File: src/rlphd_pkg.sv
`timescale 1ns / 1ps
`default_nettype none

package rlphd_pkg;

	localparam int LEN_W = 32;
	localparam int ACC_W = 64;
	localparam int OFF_W = 4;
	localparam int WID_W = 4;

	localparam logic [7:0] SHORT_STR_BASE = 8'h80;
	localparam logic [7:0] SHORT_STR_LAST = 8'hb7;
	localparam logic [7:0] LONG_STR_LAST  = 8'hbf;
	localparam logic [7:0] SHORT_LST_BASE = 8'hc0;
	localparam logic [7:0] SHORT_LST_LAST = 8'hf7;
	localparam logic [ACC_W-1:0] CANON_MIN_LONG = ACC_W'(55);

	typedef enum logic [1:0] {
		PH_IDLE = 2'd0,
		PH_LEN  = 2'd1,
		PH_BYTE = 2'd2
	} rlphd_phase_t;

	typedef struct packed {
		logic [7:0]       data_byte;
		logic             start_req;
		logic [LEN_W-1:0] avail_bytes;
	} rlphd_byte_t;

	typedef struct packed {
		logic             ok;
		logic             list_flag;
		logic             canonical_flag;
		logic [OFF_W-1:0] payload_offset;
		logic [LEN_W-1:0] payload_len;
		logic [LEN_W-1:0] total_len;
	} rlphd_result_t;

	typedef struct packed {
		logic          emit;
		rlphd_result_t res;
	} rlphd_step_t;

	// count of big-endian length bytes after a long-form header
	function automatic logic [WID_W-1:0] long_width(input logic [7:0] h);
		logic [7:0] w;
		begin
			w = (h > SHORT_LST_LAST) ? (h - SHORT_LST_LAST) : (h - SHORT_STR_LAST);
			long_width = w[WID_W-1:0];
		end
	endfunction

endpackage

`default_nettype wire

File: src/rlphd_in_stage.sv
`timescale 1ns / 1ps
`default_nettype none

module rlphd_in_stage (
	input  wire logic               clk,
	input  wire logic               arst_n,
	input  wire logic               byte_valid,
	output logic                    byte_ready,
	input  wire rlphd_pkg::rlphd_byte_t byte_item,
	input  wire logic               advance,
	output logic                    valid_s1,
	output rlphd_pkg::rlphd_byte_t  item_s1
);
	import rlphd_pkg::*;

	// take a new item when empty or whenever the held one drains this cycle
	assign byte_ready = !valid_s1 || advance;

	always_ff @(posedge clk or negedge arst_n) begin
		if (!arst_n) begin
			valid_s1 <= 1'b0;
		end else if (byte_ready) begin
			valid_s1 <= byte_valid;
		end
	end

	always_ff @(posedge clk) begin
		if (byte_ready && byte_valid) begin
			item_s1 <= byte_item;
		end
	end

endmodule

`default_nettype wire

File: src/rlphd_decode.sv
`timescale 1ns / 1ps
`default_nettype none

module rlphd_decode #(
	parameter int AVAIL_BITS = 32
) (
	input  wire logic                   clk,
	input  wire logic                   arst_n,
	input  wire logic                   step_en,
	input  wire rlphd_pkg::rlphd_byte_t item_s1,
	output rlphd_pkg::rlphd_step_t      step
);
	import rlphd_pkg::*;

	rlphd_phase_t           phase_q, phase_d;
	logic [7:0]             hdr_q, hdr_d;
	logic [WID_W-1:0]       left_q, left_d;
	logic [ACC_W-1:0]       acc_q, acc_d;
	logic                   lead_q, lead_d;
	logic [AVAIL_BITS-1:0]  avail_q, avail_d;  // bytes left for the content
	logic                   list_q, list_d;

	logic [AVAIL_BITS-1:0]  avail_m;
	logic [AVAIL_BITS-1:0]  avail_m1;
	logic [7:0]             b;
	logic [7:0]             short_len;
	logic [WID_W-1:0]       w_new;
	logic [WID_W-1:0]       w_cur;
	logic                   is_list_b;

	assign b         = item_s1.data_byte;
	assign avail_m   = item_s1.avail_bytes[AVAIL_BITS-1:0];
	assign avail_m1  = avail_m - AVAIL_BITS'(1);
	assign is_list_b = (b >= SHORT_LST_BASE);
	assign short_len = is_list_b ? (b - SHORT_LST_BASE) : (b - SHORT_STR_BASE);
	assign w_new     = long_width(b);
	assign w_cur     = long_width(hdr_q);

	always_comb begin
		phase_d = phase_q;
		hdr_d   = hdr_q;
		left_d  = left_q;
		acc_d   = acc_q;
		lead_d  = lead_q;
		avail_d = avail_q;
		list_d  = list_q;
		step    = '0;

		if (item_s1.start_req) begin
			phase_d = PH_IDLE;
			hdr_d   = b;
			acc_d   = '0;
			lead_d  = 1'b0;
			left_d  = '0;
			list_d  = is_list_b;
			if (avail_m == '0) begin
				avail_d   = '0;
				step.emit = 1'b1;
			end else begin
				avail_d = avail_m1;
				if (b < SHORT_STR_BASE) begin
					step.emit               = 1'b1;
					step.res.ok             = 1'b1;
					step.res.canonical_flag = 1'b1;
					step.res.payload_len    = LEN_W'(1);
					step.res.total_len      = LEN_W'(1);
				end else if (b <= SHORT_STR_LAST ||
					     (is_list_b && b <= SHORT_LST_LAST)) begin
					if (AVAIL_BITS'(short_len) > avail_m1) begin
						step.emit = 1'b1;
					end else if (!is_list_b && short_len == 8'd1) begin
						phase_d = PH_BYTE;
					end else begin
						step.emit               = 1'b1;
						step.res.ok             = 1'b1;
						step.res.list_flag      = is_list_b;
						step.res.canonical_flag = 1'b1;
						step.res.payload_offset = OFF_W'(1);
						step.res.payload_len    = LEN_W'(short_len);
						step.res.total_len      = LEN_W'(short_len) + LEN_W'(1);
					end
				end else begin
					if (avail_m1 < AVAIL_BITS'(w_new)) begin
						step.emit = 1'b1;
					end else begin
						left_d  = w_new;
						phase_d = PH_LEN;
						avail_d = avail_m1 - AVAIL_BITS'(w_new);
					end
				end
			end
		end else begin
			unique case (phase_q)
				PH_BYTE: begin
					phase_d                 = PH_IDLE;
					step.emit               = 1'b1;
					step.res.ok             = 1'b1;
					step.res.canonical_flag = (b >= SHORT_STR_BASE);
					step.res.payload_offset = OFF_W'(1);
					step.res.payload_len    = LEN_W'(1);
					step.res.total_len      = LEN_W'(2);
				end
				PH_LEN: begin
					if (left_q == w_cur) begin
						lead_d = (b != 8'd0);
					end
					acc_d  = {acc_q[ACC_W-9:0], b};
					left_d = left_q - WID_W'(1);
					if (left_d == '0) begin
						phase_d   = PH_IDLE;
						step.emit = 1'b1;
						if (acc_d <= ACC_W'(avail_q)) begin
							step.res.ok             = 1'b1;
							step.res.list_flag      = list_q;
							step.res.canonical_flag = lead_d && (acc_d > CANON_MIN_LONG);
							step.res.payload_offset = OFF_W'(w_cur) + OFF_W'(1);
							step.res.payload_len    = acc_d[LEN_W-1:0];
							step.res.total_len      = acc_d[LEN_W-1:0]
								+ LEN_W'(w_cur) + LEN_W'(1);
						end
					end
				end
				default: begin
					phase_d = PH_IDLE;
				end
			endcase
		end
	end

	always_ff @(posedge clk or negedge arst_n) begin
		if (!arst_n) begin
			phase_q <= PH_IDLE;
			hdr_q   <= '0;
			left_q  <= '0;
			acc_q   <= '0;
			lead_q  <= 1'b0;
			avail_q <= '0;
			list_q  <= 1'b0;
		end else if (step_en) begin
			phase_q <= phase_d;
			hdr_q   <= hdr_d;
			left_q  <= left_d;
			acc_q   <= acc_d;
			lead_q  <= lead_d;
			avail_q <= avail_d;
			list_q  <= list_d;
		end
	end

endmodule

`default_nettype wire

File: src/rlphd_out_stage.sv
`timescale 1ns / 1ps
`default_nettype none

module rlphd_out_stage (
	input  wire logic                   clk,
	input  wire logic                   arst_n,
	input  wire logic                   step_en,
	input  wire rlphd_pkg::rlphd_step_t step,
	output logic                        advance,
	output logic                        hdr_valid,
	input  wire logic                   hdr_ready,
	output rlphd_pkg::rlphd_result_t    hdr_item
);
	import rlphd_pkg::*;

	logic load;

	// the result register frees up when empty or when taken this cycle
	assign advance = !hdr_valid || hdr_ready;
	assign load    = step_en && step.emit;

	always_ff @(posedge clk or negedge arst_n) begin
		if (!arst_n) begin
			hdr_valid <= 1'b0;
		end else if (advance) begin
			hdr_valid <= load;
		end
	end

	always_ff @(posedge clk) begin
		if (load) begin
			hdr_item <= step.res;
		end
	end

endmodule

`default_nettype wire

File: src/rlp_item_header_decoder_core.sv
`timescale 1ns / 1ps
`default_nettype none

// Channel   Dir  Handshake               Payload
// byte      in   byte_valid/byte_ready   rlphd_byte_t   (one stream byte, start mark, avail)
// hdr       out  hdr_valid/hdr_ready     rlphd_result_t (one decoded header result)
//
// One item per cycle while hdr does not stall; the last byte of a header passes through
// the input register, then the decode step into the result register, where hdr_valid
// rises and the result can be taken.
// The header state advances once per byte in a single registered pass.
// A stall on hdr holds both registers; byte_ready drops only while both are full.
// arst_n clears the valid flags and the decode state to idle.
module rlp_item_header_decoder_core #(
	parameter int AVAIL_BITS = 32
) (
	input  wire logic                   clk,
	input  wire logic                   arst_n,
	input  wire logic                   byte_valid,
	output logic                        byte_ready,
	input  wire rlphd_pkg::rlphd_byte_t byte_item,
	output logic                        hdr_valid,
	input  wire logic                   hdr_ready,
	output rlphd_pkg::rlphd_result_t    hdr_item
);
	import rlphd_pkg::*;

	logic        advance;
	logic        valid_s1;
	rlphd_byte_t item_s1;
	rlphd_step_t step;
	logic        step_en;

	// decode the held item only when its result slot is free
	assign step_en = valid_s1 && advance;

	rlphd_in_stage u_in (
		.clk        (clk),
		.arst_n     (arst_n),
		.byte_valid (byte_valid),
		.byte_ready (byte_ready),
		.byte_item  (byte_item),
		.advance    (advance),
		.valid_s1   (valid_s1),
		.item_s1    (item_s1)
	);

	rlphd_decode #(
		.AVAIL_BITS (AVAIL_BITS)
	) u_dec (
		.clk     (clk),
		.arst_n  (arst_n),
		.step_en (step_en),
		.item_s1 (item_s1),
		.step    (step)
	);

	rlphd_out_stage u_out (
		.clk       (clk),
		.arst_n    (arst_n),
		.step_en   (step_en),
		.step      (step),
		.advance   (advance),
		.hdr_valid (hdr_valid),
		.hdr_ready (hdr_ready),
		.hdr_item  (hdr_item)
	);

	// a failed item reports no header fields
	a_fail_zero: assert property (@(posedge clk) disable iff (!arst_n)
		hdr_valid && !hdr_item.ok |-> hdr_item.payload_len == '0 &&
			hdr_item.total_len == '0 && hdr_item.payload_offset == '0 &&
			!hdr_item.list_flag && !hdr_item.canonical_flag)
		else $error("failed result carries nonzero fields");

	// total length is header plus content
	a_total: assert property (@(posedge clk) disable iff (!arst_n)
		hdr_valid && hdr_item.ok |-> hdr_item.total_len ==
			hdr_item.payload_len + LEN_W'(hdr_item.payload_offset))
		else $error("total_len does not match offset plus payload_len");

	// an offset of zero only comes from a single-byte string
	a_single: assert property (@(posedge clk) disable iff (!arst_n)
		hdr_valid && hdr_item.ok && hdr_item.payload_offset == '0 |->
			hdr_item.payload_len == LEN_W'(1) && !hdr_item.list_flag)
		else $error("zero offset on a non single-byte item");

	// an accepted item lands in the input register
	a_capture: assert property (@(posedge clk) disable iff (!arst_n)
		byte_valid && byte_ready |=> valid_s1)
		else $error("accepted item lost before decode");

endmodule

`default_nettype wire
File: config.mk
export PLATFORM = sky130hd
export DESIGN_NAME = rlp_item_header_decoder_core
export DESIGN_NICKNAME = d
export VERILOG_FILES = /design/src/rlphd_pkg.sv /design/src/rlphd_in_stage.sv /design/src/rlphd_decode.sv /design/src/rlphd_out_stage.sv /design/src/rlp_item_header_decoder_core.sv
export SDC_FILE = /design/constraint.sdc
export NUM_CORES = 1
export LEC_CHECK = 0
export ABC_AREA = 1
export BUFFER_PORTS_ARGS = -buffer_cell sky130_fd_sc_hd__buf_2
export CORE_UTILIZATION = 33
export CTS_CLUSTER_SIZE = 12
export DETAILED_ROUTE_END_ITERATION = 8
export GPL_ROUTABILITY_DRIVEN = 0
export PLACE_DENSITY_LB_ADDON = 0.05
export SLEW_MARGIN = 20
export SYNTH_ARGS = -nofsm -noshare
export SYNTH_HDL_FRONTEND = slang
export SYNTH_SLANG_ARGS = --single-unit
export TNS_END_PERCENT = 1
File: constraint.sdc
create_clock -name clk -period 6.3 [get_ports clk]
set_input_delay 0.63 -clock clk [delete_from_list [all_inputs] [get_ports clk]]
set_output_delay 0.63 -clock clk [all_outputs]
set_load 0.02 [all_outputs]
==> flow_metrics.env <==
export IMPL_first_iter_violations=690
export IMPL_drv_cap=0
export IMPL_critPathArrivalTime_ns=4.79
export IMPL_synth_edf_count=112
export IMPL_grt_pass1_vias=10500
export IMPL_leakagePower_nw=6.50
export IMPL_io_pins=118
export IMPL_crit_reg2reg_launch="u_in.item_s1[0]"
export IMPL_core_region_area_sq_mm=0.0377
export IMPL_finalSetupTns_ns=0
export IMPL_synth_seq_area_share_pct=46.8
export IMPL_drv_slew=0
export IMPL_crit_slowest_cell="nor2_4"
export IMPL_viasPerCell=4.84
export IMPL_power_density_mw_per_mm2=306
export IMPL_routed_wirelength_um=38000
export IMPL_yosys_area_top_type="edfxtp_1"
export IMPL_syn_inst=1551
export IMPL_placed_area_sq_mm=0.0138
export IMPL_setup_violations=0
export IMPL_postLayoutCellArea_sq_mm=0.0147
export IMPL_overflow=0
export IMPL_critPathRequiredTime_ns=6.51
export IMPL_clk_transition_reported_paths_ns=0.06
export IMPL_h_tree_depth=1
export IMPL_p_comb_share_pct=26.0
export IMPL_drc=0
export IMPL_final_common_cell="nand2_1"
export IMPL_syn_area_sq_mm=0.0126
export IMPL_synthToLayoutAreaGrowth_pct=16.2
export IMPL_async_flop_share_pct=47.7
export IMPL_avgSynthCellArea_sq_um=8.15
export IMPL_synth_area_top_cells="edfxtp_1 (27%), dfrtp_1 (20%), nand2_1 (11%), inv_1 (6.5%), ha_1 (6.2%)"
export IMPL_place_ws_ns=1.78
export IMPL_initial_utilization_pct=33.5
export IMPL_final_setup_skew_ns=0.0318
export IMPL_final_cell_mix="nand2_1 (363), inv_1 (219), nor2_1 (192)"
export IMPL_die_height_um=198
export IMPL_wl_per_cell_um=17.2
export IMPL_ant_nets=0
export IMPL_crit_family="simple AND/OR/NAND/NOR gates"
export IMPL_fillers=3984
export IMPL_grt_max_degree=64
export IMPL_slew_headroom_pct=33.1
export IMPL_insertion_delay_ns=0.56
export IMPL_synth_seq_cells=214
export IMPL_ys_types=44
export IMPL_p_int_w=0.00296
export IMPL_utilization_pct=39.0
export IMPL_final_layout_size_suffix_gt1_share_pct=13.6
export IMPL_path_max_fanout=53
export IMPL_crit_top_cell="nor2_1"
export IMPL_fin_nets=1782
export IMPL_swShare_pct=34.0
export IMPL_worst_path_buf_inv=5
export IMPL_setup_worst_path_class="reg -> reg"
export IMPL_grt_pass1_wl_um=60000
export IMPL_yosys_warnings=0
export IMPL_rsz0062_at_grt="false"
export IMPL_hold_class="in -> async"
export IMPL_vias=10700
export IMPL_clockBufferDepth=3
export IMPL_ctsResizeCount=0
export IMPL_worst_setup_path_start_kind="flop"
export IMPL_fmax_mhz=218
export IMPL_dpl_hpwl_um=29100
export IMPL_clock_sinks=214
export IMPL_cpPeakStageDelay_ns=0.47
export IMPL_first_pass_iters=6
export IMPL_syn_nets=1661
export IMPL_numCtsBuffers=26
export IMPL_port_buffers=117
export IMPL_totalPowerFinal_w=0.00449
export IMPL_p_clk_share_pct=33.3
export IMPL_cp_end_kind="flop"
export IMPL_status="finished clean"
export IMPL_tightestPinTransition_ns=1.00
export IMPL_root_buffer="clkbuf_16"
export IMPL_dieWidth_um=198
export IMPL_yosysTopAreaCellShare_pct=26.6
export IMPL_ctsHoldBuffers=0
export IMPL_antenna_found_initial=1
export IMPL_vdd_ir_drop_worst_mv=0.225
export IMPL_hold_violations=0
export IMPL_setup_ws_ns=1.72
export IMPL_period_share_pct=72.7
export IMPL_grt_usage_pct=19.9
export IMPL_p_seq_share_pct=40.7
export IMPL_p_sw_w=0.00153
export IMPL_period_minus_slack_ns=4.58
export IMPL_row_count=71
export IMPL_startpoint="u_in.item_s1[0]"
export IMPL_path_cells="inv_1 > ha_1 > nor2_1 > nor2_1 > inv_1 > ha_1 > a21oi_1 > nor2_1 > nor2_1 > nand3_1 > nor2_4 > inv_1 > nor2_2 > nand3_4 > nand2_2 > inv_2 > nand2_1 > nand2_1 > nor2_4 > buf_12"
export IMPL_synth_ff_type="edfxtp_1"
export IMPL_post_cts_buffers=0
export IMPL_cts_tree="built"
export IMPL_dieArea_sq_mm=0.0391
==> path summary, 6_finish.rpt <==
kind	end	slack, ns	depth (start not counted)
min in group clk	u_in.item_s1[15]	0.24	1
hold reg to reg	u_dec.avail_q[25]	0.48	2
hold / removal	u_dec.acc_q[37]	0.06	1
setup reg to reg	u_out.hdr_item[29]	1.72	20
setup / recovery	u_out.hdr_item[29]	1.72	20
max in group asynchronous	u_dec.avail_q[19]	4.93	2
==> power groups by stage <==
| stage | registers (W) | clock network (W) | logic (W) |
|---|---|---|---|
| floorplan | 0.00188 | 0 | 0.000746 |
| global placement | 0.00185 | 0 | 0.00117 |
| detailed placement | 0.00185 | 0 | 0.00117 |
| CTS | 0.00183 | 0.00154 | 0.00118 |
| global route | 0.00185 | 0.00159 | 0.00133 |
| finish | 0.00183 | 0.00150 | 0.00117 |
==> sequential cells by signal, summed over array words and instances, names as in the netlist <==
name,count
u_dec.acc_q,56
u_dec.avail_q,32
u_dec.hdr_q,4
u_dec.lead_q,1
u_dec.left_q,4
u_dec.list_q,1
u_dec.phase_q,2
u_in.item_s1,41
u_in.valid_s1,1
u_out.hdr_item,71
u_out.hdr_valid,1
==> per-layer routing <==
metal / up-vias / GRT usage, % / part of all wire [%]
met2: 264 / 32.0 / 45
met1: 4949 / 27.8 / 48
met5: - / 0 / 0
met4: 0 / 5.60 / 2.3
met3: 54 / 2.82 / 4.8
li1: 5404 / - / -
==> Yosys cell counts, drive strengths merged, types with 2 or more instances <==
library cell  count
clkbuf           25
ha               63
xor2             21
a21oi            43
nor3             29
o211ai            8
o21ai            54
a31oi             4
xnor2             3
nand4            48
dfrtp           102
buf               9
or2               2
nor4             11
nor2            216
nand3           124
o22ai            59
o21a              3
inv             225
nand2           375
fa                2
a211oi            4
nand3b            3
edfxtp          112
==> per-stage QoR <==
stage | std cells | hold WS, ns
after floorplan | 1551 | 0.334
after CTS | 2203 | 0.0648
after global routing | 2203 | 0.0960
after detailed placement | 2155 | 0.470
final | 2204 | 0.0649
after global placement | 2155 | 0.468
==> worst register-to-register path, cell delays in order, from the launching register on <==
cell and delay, ns:
edfxtp_1 0.41, inv_1 0.19, ha_1 0.32, nor2_1 0.08, nor2_1 0.21, inv_1 0.12, ha_1 0.34, a21oi_1 0.17
nor2_1 0.05, nor2_1 0.15, nand3_1 0.18, nor2_4 0.20, inv_1 0.07, nor2_2 0.14, nand3_4 0.25, nand2_2 0.16
inv_2 0.08, nand2_1 0.13, nand2_1 0.13, nor2_4 0.47, buf_12 0.35
==> cells by family (layout without fill, tap and decap cells) <==
group | count (synthesis) | after routing | share of synthesized area (%)
xor gates and xnor gates | 24 | 24 | 1.66
DFF | 214 | 214 | 46.8
buffers and inverters | 260 | 401 | 7.90
other | 0 | 1 | 0
adders and majority gates | 65 | 65 | 6.56
and+or+nand+nor | 810 | 810 | 28.9
AOI/OAI and AO/OA | 178 | 178 | 8.16
==> cell type report <==
cell class,instances,area (sq um),share of cell area (%)
Clock buffer,37,753,5.13
Multi-Input combinational cell,1077,5740,39.1
Tap cell,511,639,4.36
Sequential cell,214,5920,40.3
Clock inverter,11,106,0.725
Timing Repair Buffer,127,676,4.60
Inverter,226,848,5.78
Antenna cell,1,2.50,0.0170
No activity file was read; power rests on OpenSTA's default activity.
